[config.mk]
export PLATFORM = sky130hd
export DESIGN_NAME = code128b_frame_with_check
export DESIGN_NICKNAME = d
export VERILOG_FILES = /design/src/rtl/c128b_pkg.sv /design/src/rtl/code128b_frame_with_check.sv /design/src/rtl/c128b_seq.sv /design/src/rtl/c128b_csum.sv
export SDC_FILE = /design/constraint.sdc
export NUM_CORES = 1
export LEC_CHECK = 0
export BUFFER_PORTS_ARGS = -buffer_cell sky130_fd_sc_hd__buf_2
export CORE_ASPECT_RATIO = 0.8
export CORE_MARGIN = 1
export CORE_UTILIZATION = 52
export DETAILED_ROUTE_END_ITERATION = 8
export PLACE_DENSITY = 0.72
export SLEW_MARGIN = 25
export SYNTH_ARGS = -nofsm -noshare
export SYNTH_HDL_FRONTEND = slang
export SYNTH_SLANG_ARGS = --single-unit
[constraint.sdc]
create_clock -name clock -period 12.9 [get_ports clock]
set_input_delay 1.935 -clock clock [delete_from_list [all_inputs] [get_ports clock]]
set_output_delay 1.935 -clock clock [all_outputs]
set_load 0.01 [all_outputs]
[src/rtl/c128b_pkg.sv]
// ---------------------------------------------------------------------------
// c128b_pkg : shared types and constants for the Code 128 set B framer
// Result kinds, font character constants, the beat descriptor passed from
// the sequencer, and a modulo-103 reduction built from constant folds.
// ---------------------------------------------------------------------------
package c128b_pkg;

   localparam int unsigned MODULUS     = 103;
   localparam int unsigned CHAR_OFFSET = 105;
   localparam int unsigned HIGH_REMAIN = 95;
   localparam int unsigned ASCII_BASE  = 32;
   localparam int unsigned SET_B_START = 104;
   localparam int unsigned STOP_CODE   = 106;

   localparam logic [7:0] START_CHAR = 8'(SET_B_START + CHAR_OFFSET);
   localparam logic [7:0] STOP_CHAR  = 8'(STOP_CODE + CHAR_OFFSET);
   localparam logic [6:0] SUM_INIT   = 7'(SET_B_START % MODULUS);
   localparam logic [6:0] WEIGHT_MAX = 7'(MODULUS - 1);

   // result kind, also the sequencer phase
   typedef enum logic [1:0] {
      KIND_START = 2'd0,
      KIND_DATA  = 2'd1,
      KIND_CHECK = 2'd2,
      KIND_STOP  = 2'd3
   } kind_type;

   // one result beat leaving the sequencer
   typedef struct packed {
      logic       fire;       // beat is produced this cycle
      kind_type   kind;
      logic [7:0] data;       // held input byte
      logic       bad;        // data beat with byte outside 32..127
      logic       final_beat; // closes this input's run
   } emit_type;

   // x mod 103 for a 14-bit value; 128 == 25 (mod 103), so fold the high bits
   function automatic logic [6:0] mod103(input logic [13:0] x);
      logic [11:0] a;
      logic [9:0]  b;
      logic [7:0]  c;
      logic [7:0]  d;
      a = 12'(x[13:7]) * 12'd25 + 12'(x[6:0]);
      b = 10'(a[11:7]) * 10'd25 + 10'(a[6:0]);
      c = 8'(b[9:7]) * 8'd25 + 8'(b[6:0]);
      d = 8'(c[7]) * 8'd25 + 8'(c[6:0]);
      if (d >= 8'(MODULUS)) begin
         d = d - 8'(MODULUS);
      end
      return d[6:0];
   endfunction

endpackage

[src/rtl/code128b_frame_with_check.sv]
// ---------------------------------------------------------------------------
// code128b_frame_with_check : Code 128 set B framer with check character
// Frames text bytes with start, check and stop font characters.
//
//  channel | dir | beat contents
//  req_    | in  | tdata[7:0] data_byte, tlast last
//  rsp_    | out | tdata[7:0] out_char, tuser[1:0] out_kind, tuser[2] bad_input,
//          |     | tlast out_last
//
//  One result beat per cycle from the output register; a mid-frame byte gives
//  a data beat, a frame's first byte start and data, its last byte data, check
//  and stop, a one-byte code all four kinds. The byte after the current one is
//  taken in the cycle its last beat is produced. The check path is a 7x7
//  product register feeding a mod-103 fold. Synchronous reset clears the frame;
//  rsp_tready low holds the output beat and stalls the sequencer.
// ---------------------------------------------------------------------------
module code128b_frame_with_check (
   input  logic       clock,
   input  logic       reset,
   input  logic       req_tvalid,
   output logic       req_tready,
   input  logic [7:0] req_tdata,   // [7:0] data_byte
   input  logic       req_tlast,
   output logic       rsp_tvalid,
   input  logic       rsp_tready,
   output logic [7:0] rsp_tdata,   // [7:0] out_char
   output logic [2:0] rsp_tuser,   // [1:0] out_kind, [2] bad_input
   output logic       rsp_tlast
);
   import c128b_pkg::*;

   emit_type   emit;
   logic       emit_ok;
   logic [7:0] check_char;
   logic [7:0] char_sel;

   logic       rsp_valid_ff, rsp_valid_in;
   logic [7:0] rsp_char_ff;
   kind_type   rsp_kind_ff;
   logic       rsp_bad_ff;
   logic       rsp_last_ff;

   assign emit_ok = ~rsp_valid_ff | rsp_tready;

   c128b_seq u_seq (
      .clock      (clock),
      .reset      (reset),
      .req_tvalid (req_tvalid),
      .req_tready (req_tready),
      .req_tdata  (req_tdata),
      .req_tlast  (req_tlast),
      .emit_ok    (emit_ok),
      .emit       (emit)
   );

   c128b_csum u_csum (
      .clock      (clock),
      .reset      (reset),
      .emit       (emit),
      .check_char (check_char)
   );

   always_comb begin
      case (emit.kind)
         KIND_START: char_sel = START_CHAR;
         KIND_DATA:  char_sel = emit.data;
         KIND_CHECK: char_sel = check_char;
         KIND_STOP:  char_sel = STOP_CHAR;
         default:    char_sel = emit.data;
      endcase
   end

   assign rsp_valid_in = emit.fire | (rsp_valid_ff & ~rsp_tready);

   always_ff @(posedge clock) begin
      if (reset) begin
         rsp_valid_ff <= 1'b0;
      end else begin
         rsp_valid_ff <= rsp_valid_in;
      end
   end

   always_ff @(posedge clock) begin
      if (emit.fire) begin
         rsp_char_ff <= char_sel;
         rsp_kind_ff <= emit.kind;
         rsp_bad_ff  <= emit.bad;
         rsp_last_ff <= emit.final_beat;
      end
   end

   assign rsp_tvalid = rsp_valid_ff;
   assign rsp_tdata  = rsp_char_ff;
   assign rsp_tuser  = {rsp_bad_ff, rsp_kind_ff};
   assign rsp_tlast  = rsp_last_ff;

endmodule

[src/rtl/c128b_seq.sv]
// ---------------------------------------------------------------------------
// c128b_seq : input register and result sequencer
// Holds one input byte and steps through start, data, check and stop
// beats as the output register frees up.
// ---------------------------------------------------------------------------
module c128b_seq (
   input  logic              clock,
   input  logic              reset,
   input  logic              req_tvalid,
   output logic              req_tready,
   input  logic [7:0]        req_tdata,   // [7:0] data_byte
   input  logic              req_tlast,
   input  logic              emit_ok,
   output c128b_pkg::emit_type emit
);
   import c128b_pkg::*;

   logic       item_valid_ff, item_valid_in;
   logic       frame_open_ff, frame_open_in;
   kind_type   phase_ff, phase_in;
   logic [7:0] byte_ff;
   logic       last_ff;
   logic       fire, item_done, load, byte_bad;

   assign fire     = item_valid_ff & emit_ok;
   assign byte_bad = byte_ff[7] | (byte_ff[7:5] == 3'd0);

   // output side of the sequencer
   always_comb begin
      item_done = 1'b0;
      unique case (phase_ff)
         KIND_START: item_done = 1'b0;
         KIND_DATA:  item_done = fire & ~last_ff;
         KIND_CHECK: item_done = 1'b0;
         KIND_STOP:  item_done = fire;
         default:    item_done = 1'b0;
      endcase
   end

   assign req_tready = ~item_valid_ff | item_done;
   assign load       = req_tvalid & req_tready;

   always_comb begin
      emit.fire       = fire;
      emit.kind       = phase_ff;
      emit.data       = byte_ff;
      emit.bad        = byte_bad & (phase_ff == KIND_DATA);
      emit.final_beat = (phase_ff == KIND_STOP) | ((phase_ff == KIND_DATA) & ~last_ff);
   end

   always_comb begin
      frame_open_in = frame_open_ff;
      if (fire && phase_ff == KIND_START) begin
         frame_open_in = 1'b1;
      end else if (fire && phase_ff == KIND_STOP) begin
         frame_open_in = 1'b0;
      end
   end

   // next phase
   always_comb begin
      phase_in = phase_ff;
      if (load) begin
         phase_in = frame_open_in ? KIND_DATA : KIND_START;
      end else if (fire) begin
         unique case (phase_ff)
            KIND_START: phase_in = KIND_DATA;
            KIND_DATA:  phase_in = last_ff ? KIND_CHECK : KIND_DATA;
            KIND_CHECK: phase_in = KIND_STOP;
            KIND_STOP:  phase_in = KIND_STOP;
            default:    phase_in = KIND_START;
         endcase
      end
   end

   assign item_valid_in = load | (item_valid_ff & ~item_done);

   always_ff @(posedge clock) begin
      if (reset) begin
         item_valid_ff <= 1'b0;
         frame_open_ff <= 1'b0;
         phase_ff      <= KIND_START;
      end else begin
         item_valid_ff <= item_valid_in;
         frame_open_ff <= frame_open_in;
         phase_ff      <= phase_in;
      end
   end

   always_ff @(posedge clock) begin
      if (load) begin
         byte_ff <= req_tdata;
         last_ff <= req_tlast;
      end
   end

endmodule

[src/rtl/c128b_csum.sv]
// ---------------------------------------------------------------------------
// c128b_csum : weighted checksum
// Registers (byte-32)*weight on each summed data beat and folds it into
// the mod-103 running sum in the next cycle; forms the check character.
// ---------------------------------------------------------------------------
module c128b_csum (
   input  logic                clock,
   input  logic                reset,
   input  c128b_pkg::emit_type emit,
   output logic [7:0]          check_char
);
   import c128b_pkg::*;

   logic [6:0]  weight_ff, weight_in;
   logic [6:0]  sum_ff, sum_in;
   logic [13:0] prod_ff, prod_in;
   logic        pend_ff, pend_in;
   logic        take, close;
   logic [6:0]  ofs;
   logic [6:0]  sum_now;

   assign take  = emit.fire & (emit.kind == KIND_DATA) & ~emit.bad;
   assign close = emit.fire & (emit.kind == KIND_STOP);
   assign ofs   = emit.data[6:0] - 7'(ASCII_BASE);

   // sum including the product still in flight
   assign sum_now = mod103(14'(sum_ff) + (pend_ff ? prod_ff : 14'd0));

   assign prod_in = 14'(ofs) * 14'(weight_ff);
   assign pend_in = take;
   assign sum_in  = close ? SUM_INIT : sum_now;

   always_comb begin
      weight_in = weight_ff;
      if (close) begin
         weight_in = 7'd1;
      end else if (take) begin
         weight_in = (weight_ff == WEIGHT_MAX) ? 7'd0 : weight_ff + 7'd1;
      end
   end

   assign check_char = (sum_now >= 7'(HIGH_REMAIN)) ? 8'(sum_now) + 8'(CHAR_OFFSET)
                                                    : 8'(sum_now) + 8'(ASCII_BASE);

   always_ff @(posedge clock) begin
      if (reset) begin
         weight_ff <= 7'd1;
         sum_ff    <= SUM_INIT;
         pend_ff   <= 1'b0;
      end else begin
         weight_ff <= weight_in;
         sum_ff    <= sum_in;
         pend_ff   <= pend_in;
      end
   end

   always_ff @(posedge clock) begin
      prod_ff <= prod_in;
   end

endmodule

Yosys cells after proc, flatten, opt, wreduce, memory -nomap -nowiden. Index checks and enable logic that the tools add are counted.

Output and inout bits: 14. Flip-flop bits (word level): 55. Bits of input ports: 13.

Add/subtract/negate cells: 10. Equal/unequal tests: 4. Multiplexer cells: 13. $mul: 5. Magnitude comparators: 2. Bitwise gates (word level): 22. Reductions and logical operators: 8.

Operators by type and width (number): case mux 8 bit (4 select lines) (1); adder 7 x 14 -> 14 bit (1); multiplier 7 x 7 -> 14 bit (1); 2-to-1 mux 14 bit (1); 2-to-1 mux 7 bit (2); adder 12 x 7 -> 12 bit (1); multiplier 7 x 5 -> 12 bit (second input constant) (1); adder 10 x 7 -> 10 bit (1); bitwise AND 1 bit (10); multiplier 5 x 5 -> 10 bit (second input constant) (1); adder 6 x 7 -> 8 bit (1); adder 7 x 6 -> 8 bit (second input constant) (1); adder 7 x 7 -> 8 bit (second input constant) (1); adder 8 x 7 -> 8 bit (1); >= comparator 8 x 7 -> 1 bit (second input constant) (1); multiplier 3 x 5 -> 8 bit (second input constant) (1); 2-to-1 mux 8 bit (1); adder 7 x 1 -> 7 bit (second input constant) (1); == test 7 bit (second input constant) (1); >= comparator 7 bit (second input constant) (1); subtractor 7 x 6 -> 7 bit (second input constant) (1); subtractor 7 bit (second input constant) (1); multiplier 1 x 5 -> 6 bit (second input constant) (1); 2-to-1 mux 2 bit (3); other kinds (12) (28).

Logic depth before layout (Yosys ltp).
Word-level depth: 15. Mapped depth: 71.

By module. A second synthesis with hierarchy kept.

Cells, all modules: 718. Area total of the unflattened synthesis: 6676.4 sq um.

Modules (own cells, without submodules): c128b_csum (area an instance 5630.4 sq um, sequential area each 580.6 sq um, cells each 648, instances 1); c128b_seq (area an instance 544.3 sq um, sequential area each 350.3 sq um, cells each 39, instances 1); code128b_frame_with_check (area an instance 501.7 sq um, sequential area each 380.4 sq um, cells each 31, instances 1).

Worst setup path before layout. OpenSTA, ideal clock, no wires.

Path kind: register to register. Start point: register u_csum.pend_ff. End point: register rsp_char_ff[3], in the netlist rsp_tdata[3], data pin. Arrival: 12.573 ns. Required time: 12.634 ns. Slack: 0.061 ns. Period minus slack after synthesis: 12.839 ns. Stages on the path, launching flop included: 65. Cell sequence: dfxtp_1 -> clkbuf_1 -> and2_1 -> ha_1 -> fa_1 -> a21oi_1 -> nor2_1 -> nor2_1 -> o21bai_1 -> a21oi_1 -> nor2b_1 -> o21ai_0 -> xnor2_1 -> and2_1 -> ha_1 -> inv_1 -> fa_1 -> fa_1 -> [29 not listed] -> ha_1 -> and3b_1 -> or3b_1 -> o221ai_1 -> o221a_2 -> a311oi_1 -> o31a_1 -> buf_6 -> xor2_1 -> inv_1 -> ha_1 -> nand2_1 -> o31a_1 -> o211ai_1 -> a21boi_2 -> a2111oi_2 -> xor2_1 -> o21ai_1.

Word-level cells in the longest chain between the ends: 15. Elaborated cells on any way between the ends: 18. Those cells by class: 8 x add/sub; 4 x mul; 2 x order compare; 4 x mux.

RTL lines: start, declared (line c128b_csum.sv:17) `logic pend_ff, pend_in;`; start signal, assigned (line c128b_csum.sv:53) `pend_ff <= pend_in;`; 2-to-1 mux 14 bit (*) (line c128b_csum.sv:27) `assign sum_now = mod103(14'(sum_ff) + (pend_ff ? prod_ff : 14'd0));`; adder 7 x 14 -> 14 bit (*) (line c128b_csum.sv:27); multiplier 7 x 5 -> 12 bit (line c128b_pkg.sv:43) `a = 12'(x[13:7]) * 12'd25 + 12'(x[6:0]);`; adder 12 x 7 -> 12 bit (*) (line c128b_pkg.sv:43); multiplier 5 x 5 -> 10 bit (line c128b_pkg.sv:44) `b = 10'(a[11:7]) * 10'd25 + 10'(a[6:0]);`; adder 10 x 7 -> 10 bit (*) (line c128b_pkg.sv:44); multiplier 3 x 5 -> 8 bit (line c128b_pkg.sv:45) `c = 8'(b[9:7]) * 8'd25 + 8'(b[6:0]);`; adder 8 x 7 -> 8 bit (*) (line c128b_pkg.sv:45); multiplier 1 x 5 -> 6 bit (line c128b_pkg.sv:46) `d = 8'(c[7]) * 8'd25 + 8'(c[6:0]);`; adder 6 x 7 -> 8 bit (*) (line c128b_pkg.sv:46); subtractor 7 bit / >= comparator 8 x 7 -> 1 bit (equally long branches) (line c128b_pkg.sv:48, c128b_pkg.sv:47); 2-to-1 mux 7 bit (*) (line c128b_pkg.sv:47) `if (d >= 8'(MODULUS)) begin`; via u_csum.sum_now[0] (line c128b_csum.sv:20) `logic [6:0] sum_now;`; adder 7 x 6 -> 8 bit, or another cell as far along (line c128b_csum.sv:43) `: 8'(sum_now) + 8'(ASCII_BASE);`; 2-to-1 mux 8 bit (*) (line c128b_csum.sv:42) `assign check_char = (sum_now >= 7'(HIGH_REMAIN)) ? 8'(sum_now) + 8'(CHAR_OFFSET)`; case mux 8 bit (4 select lines) (*) (line code128b_frame_with_check.sv:64) `case (emit.kind)`; via char_sel[3] (line code128b_frame_with_check.sv:35) `logic [7:0] char_sel;`; end signal, assigned (line code128b_frame_with_check.sv:85) `rsp_char_ff <= char_sel;`; end, declared (line code128b_frame_with_check.sv:38) `logic [7:0] rsp_char_ff;`.

Mark *: on every way through the listed nets, which the timed path passes. The rest lies on a longest branch. A chain may end at the register's enable or synchronous reset.

Worst setup path after layout.
Start point: register u_csum.pend_ff. End point: register rsp_char_ff[1], in the netlist rsp_tdata[1], data pin.

Same word-level chain as after synthesis.

==> qor.csv <==
stage,metric,value,unit
status,status,finished clean,
grt,GR Util met2,37.25,%
timing,final hold vios,0,
floorplanning,core area,12250,um^2
final_layout,Antenna Cells,0,
setup_path,R2R Path Start,u_csum.pend_ff,
setup_path,Critical Path Max Stage Delay,550,ps
synth,number of flops mapped to enable cells by yosys,21,
setup_path,CP arrival,12720,ps
timing,worst clock skew,15.05,ps
final_layout,fillcell total,899,
synth,Post-synth top flop,dfxtp_1,
setup_path,CP max stage cell,fa_2,
pwr,power per cell area,48.65,nW/um^2
floorplanning,DIE WIDTH,127.8,um
synth,Post-Synthesis Cells,712,
clock_tree,"Clk Latency, worst-skew pair",300,ps
grt,GR Layer Usage met3,2.128,%
timing,RSZ-0062 raised after global routing,true,
pwr,LEAKAGE,3.802,nW
floorplanning,Rows,36,
timing,period utilization,98.32,%
place,Placer Congestion,0.8763,
pwr,VDD IR max,0.06732,mV
clock_tree,CTS buffer count,5,
clock_tree,H-tree depth,2,
timing,worst-margin pin slew,879.0,ps
grt,total gr overflow,0,
timing,Final min period,12680,ps
setup_path,Crit Path Category,reg2reg,
synth,Synth top area share,23.19,%
clock_tree,CTS Buffer Depth,2,
pwr,overall power,0.3896,mW
synth,Post-Syn Area,6584,um^2
grt,initial antenna violation count,0,
grt,grt met1 use,28.68,%
setup_path,Critical Path Fanout Max,6,
routing,Vias,5109,
routing,DRC viols,0,
synth,Yosys top cell by area,ha_1,
setup_path,crit path capture,rsp_tdata[1],
setup_path,"Req. time, crit path",12940,ps
setup_path,crit path from,u_csum.pend_ff,
setup_path,Worst setup SP type,register,
final_layout,Final #Nets,956,
hold_path,worst hold path class,reg2reg,
synth,Syn Area/Cell,9.247,um^2
synth,"Net Count, Synth",886,
synth,sequential area share after synthesis,19.92,%
place,hpwl dp,10410,um
routing,Routed WL per cell,15.28,um
grt,grt peak-use layer,met2,
timing,f_max,78.85,MHz
routing,Vias/cell,5.355,
setup_path,r2r endpoint,rsp_tdata[1],
grt,vias in the first global route,4874,
final_layout,ratio of cells with drive above 1 in the final layout,25.67,%
grt,gr usage total,21.09,%
clock_tree,clk sink count,55,
clock_tree,cts-stage hold buffer count,0,
floorplanning,DIE AREA,13120,um^2
clock_tree,Clock transition at path regs,80,ps
timing,Rel. slew slack,40.98,%
final_layout,final core utilization,65.36,%
routing,DRT Pass-1 Iters,5,
routing,DRT iter0 DRCs,209,
routing,Post-DRT Antenna Nets,0,
place,port buffer count,26,
floorplanning,Die Y,102.6,um
setup_path,Worst R2R Path Depth,62,
synth,"FFs w/ async S/R, synth",0,%
synth,YS warnings,0,
timing,hold slack,501.0,ps
timing,Pins Over Slew Limit,0,
routing,Routed WL,14580,um
synth,number of unique standard cell types used by synthesis,73,
floorplanning,Initial Utilization,53.74,%
setup_path,CP Capture Type,register,
synth,synthesis-stage register bit count,55,
final_layout,Area growth syn-to-layout,21.63,%
setup_path,flop2flop setup slack,220,ps
timing,Final Setup Violations,0,
final_layout,Storage cell area,1313,um^2
clock_tree,CTS tree,done,
setup_path,CP dominant cell by count,a21oi_2,
run,max cap viols,0,
final_layout,area of the multi-input gates,5396,um^2
clock_tree,Root Driver,clkbuf_16,
grt,first-pass GRT wire length,22280,um
floorplanning,number of top-level pins,27,
synth,"top cells by area, synth","ha_1 23%, fa_1 12%, dfxtp_1 10%",
grt,largest net degree at the start of global routing,21,
==> synthesized netlist by cell type, drive strengths merged (3+ instances only) <==
library cell	n
ha	122
inv	96
xnor2	51
nand2	50
nor2	50
a21oi	40
fa	39
dfxtp	34
and2	28
edfxtp	21
clkbuf	16
o21ai	16
o21bai	15
xor2	15
nor2b	14
nand3	13
nor3	9
nand2b	7
a2111oi	4
a21o	4
buf	4
and3	3
mux2i	3
o211ai	3
or2	3
or3	3
==> worst max-delay path, delay by kind of cell, from the launching register on <==
family,cells,cell delay (ps)
adders and majority gates,15,4530
DFF,1,330
xor gates and xnor gates,3,500
AOI/OAI and AO/OA,21,3920
and+or+nand+nor,17,2360
buffers and inverters,4,290
muxes,2,480
==> flip-flops by register name, indices dropped and copies added (netlist names) <==
signal	count
rsp_kind_ff	2
rsp_tdata	8
u_csum.sum_ff	7
u_seq.byte_ff	8
u_csum.pend_ff	1
u_seq.phase_ff	2
rsp_bad_ff	1
rsp_tlast	1
u_seq.last_ff	1
u_csum.weight_ff	7
u_seq.frame_open_ff	1
u_seq.item_valid_ff	1
rsp_tvalid	1
u_csum.prod_ff	14
==> worst min path at each step <==
stage / from / endpoint / slack [ps] / cells after the start
after global routing: u_seq.item_valid_ff / rsp_tvalid / 560 / 2
after detailed placement: u_seq.item_valid_ff / rsp_tvalid / 480 / 2
after floorplan: u_seq.phase_ff[1] / rsp_kind_ff[1] / 410 / 0
after global placement: u_seq.item_valid_ff / rsp_tvalid / 460 / 2
after CTS: u_seq.item_valid_ff / rsp_tvalid / 500 / 2
final: u_seq.item_valid_ff / rsp_tvalid / 500 / 2
==> layer usage <==
metal / up-vias / part of all wire [%] / routed length (um)
met5: - / 0 / 0
met4: 0 / 0.72 / 105
met1: 2444 / 46 / 6767
li1: 2546 / - / -
met3: 13 / 3.7 / 535
met2: 106 / 49 / 7169
==> placed cells by master (no fill, tap or decap), types with 4 or more instances in the layout <==
master	n
ha_1	105
inv_2	8
a21oi_1	22
o21ai_1	6
dfxtp_1	33
ha_4	16
nor2_1	42
and2_1	25
nand2b_1	6
a2111oi_4	4
o21bai_1	12
o21ai_0	9
xor2_1	12
buf_4	55
fa_1	36
inv_1	88
nor2_2	6
xnor2_1	39
buf_2	26
nand2_1	48
clkbuf_16	5
nor2b_1	13
nor3_1	7
a21oi_2	14
nand3_1	12
xnor2_2	11
a21oi_4	4
a21o_1	4
edfxtp_1	21
==> power breakdown <==
| part | total (mW) | internal [mW] | switching [mW] |
|---|---|---|---|
| combinational | 0.0510 | 0.0216 | 0.0294 |
| sequential | 0.198 | 0.191 | 0.00773 |
| clock | 0.140 | 0.0747 | 0.0655 |
| total | 0.390 | 0.287 | 0.103 |
==> stage by stage <==
| step | setup WS [ps] | cells | cell area (um^2) | TNS (ps) |
|---|---|---|---|---|
| finish | 216.9 | 954 | 8008 | 0 |
| CTS | 1.362 | 923 | 7283 | 0 |
| floorplan | 60.99 | 712 | 6584 | 0 |
| global placement | 46.22 | 909 | 6989 | 0 |
| global route | -342.3 | 954 | 8008 | -2375 |
| detailed placement | -467.0 | 909 | 6989 | -3209 |
==> cell type report <==
class                           count  area share, %
Multi-Input combinational cell    541          67.39
Sequential cell                    55          16.39
Timing Repair Buffer               83          7.062
Inverter                           96          4.500
Tap cell                          171          2.672
Clock buffer                        5          1.563
Clock inverter                      3         0.4219
==> kinds of logic (layout without fill, tap and decap cells) <==
family	after synthesis	count (layout)	share of synthesized area [%]
multiplexers	5	5	0.7982
XOR/XNOR	66	66	9.008
AO/OA/AOI/OAI	118	118	14.04
flip-flops	55	55	19.92
buffers and inverters	116	187	6.823
AND/OR/NAND/NOR	191	191	14.37
adder cells (fa/ha/maj)	161	161	35.04
==> what timing repair did <==
action / 4_1_cts / 5_1_grt
endpoints found under the setup margin: 8 / 8
hold endpoints to repair: 0 / 0
setup buffers: 6 / 31
gates resized for setup: 19 / 85
pin swaps: 12 / 72
Power figures use the tool's default switching activity.
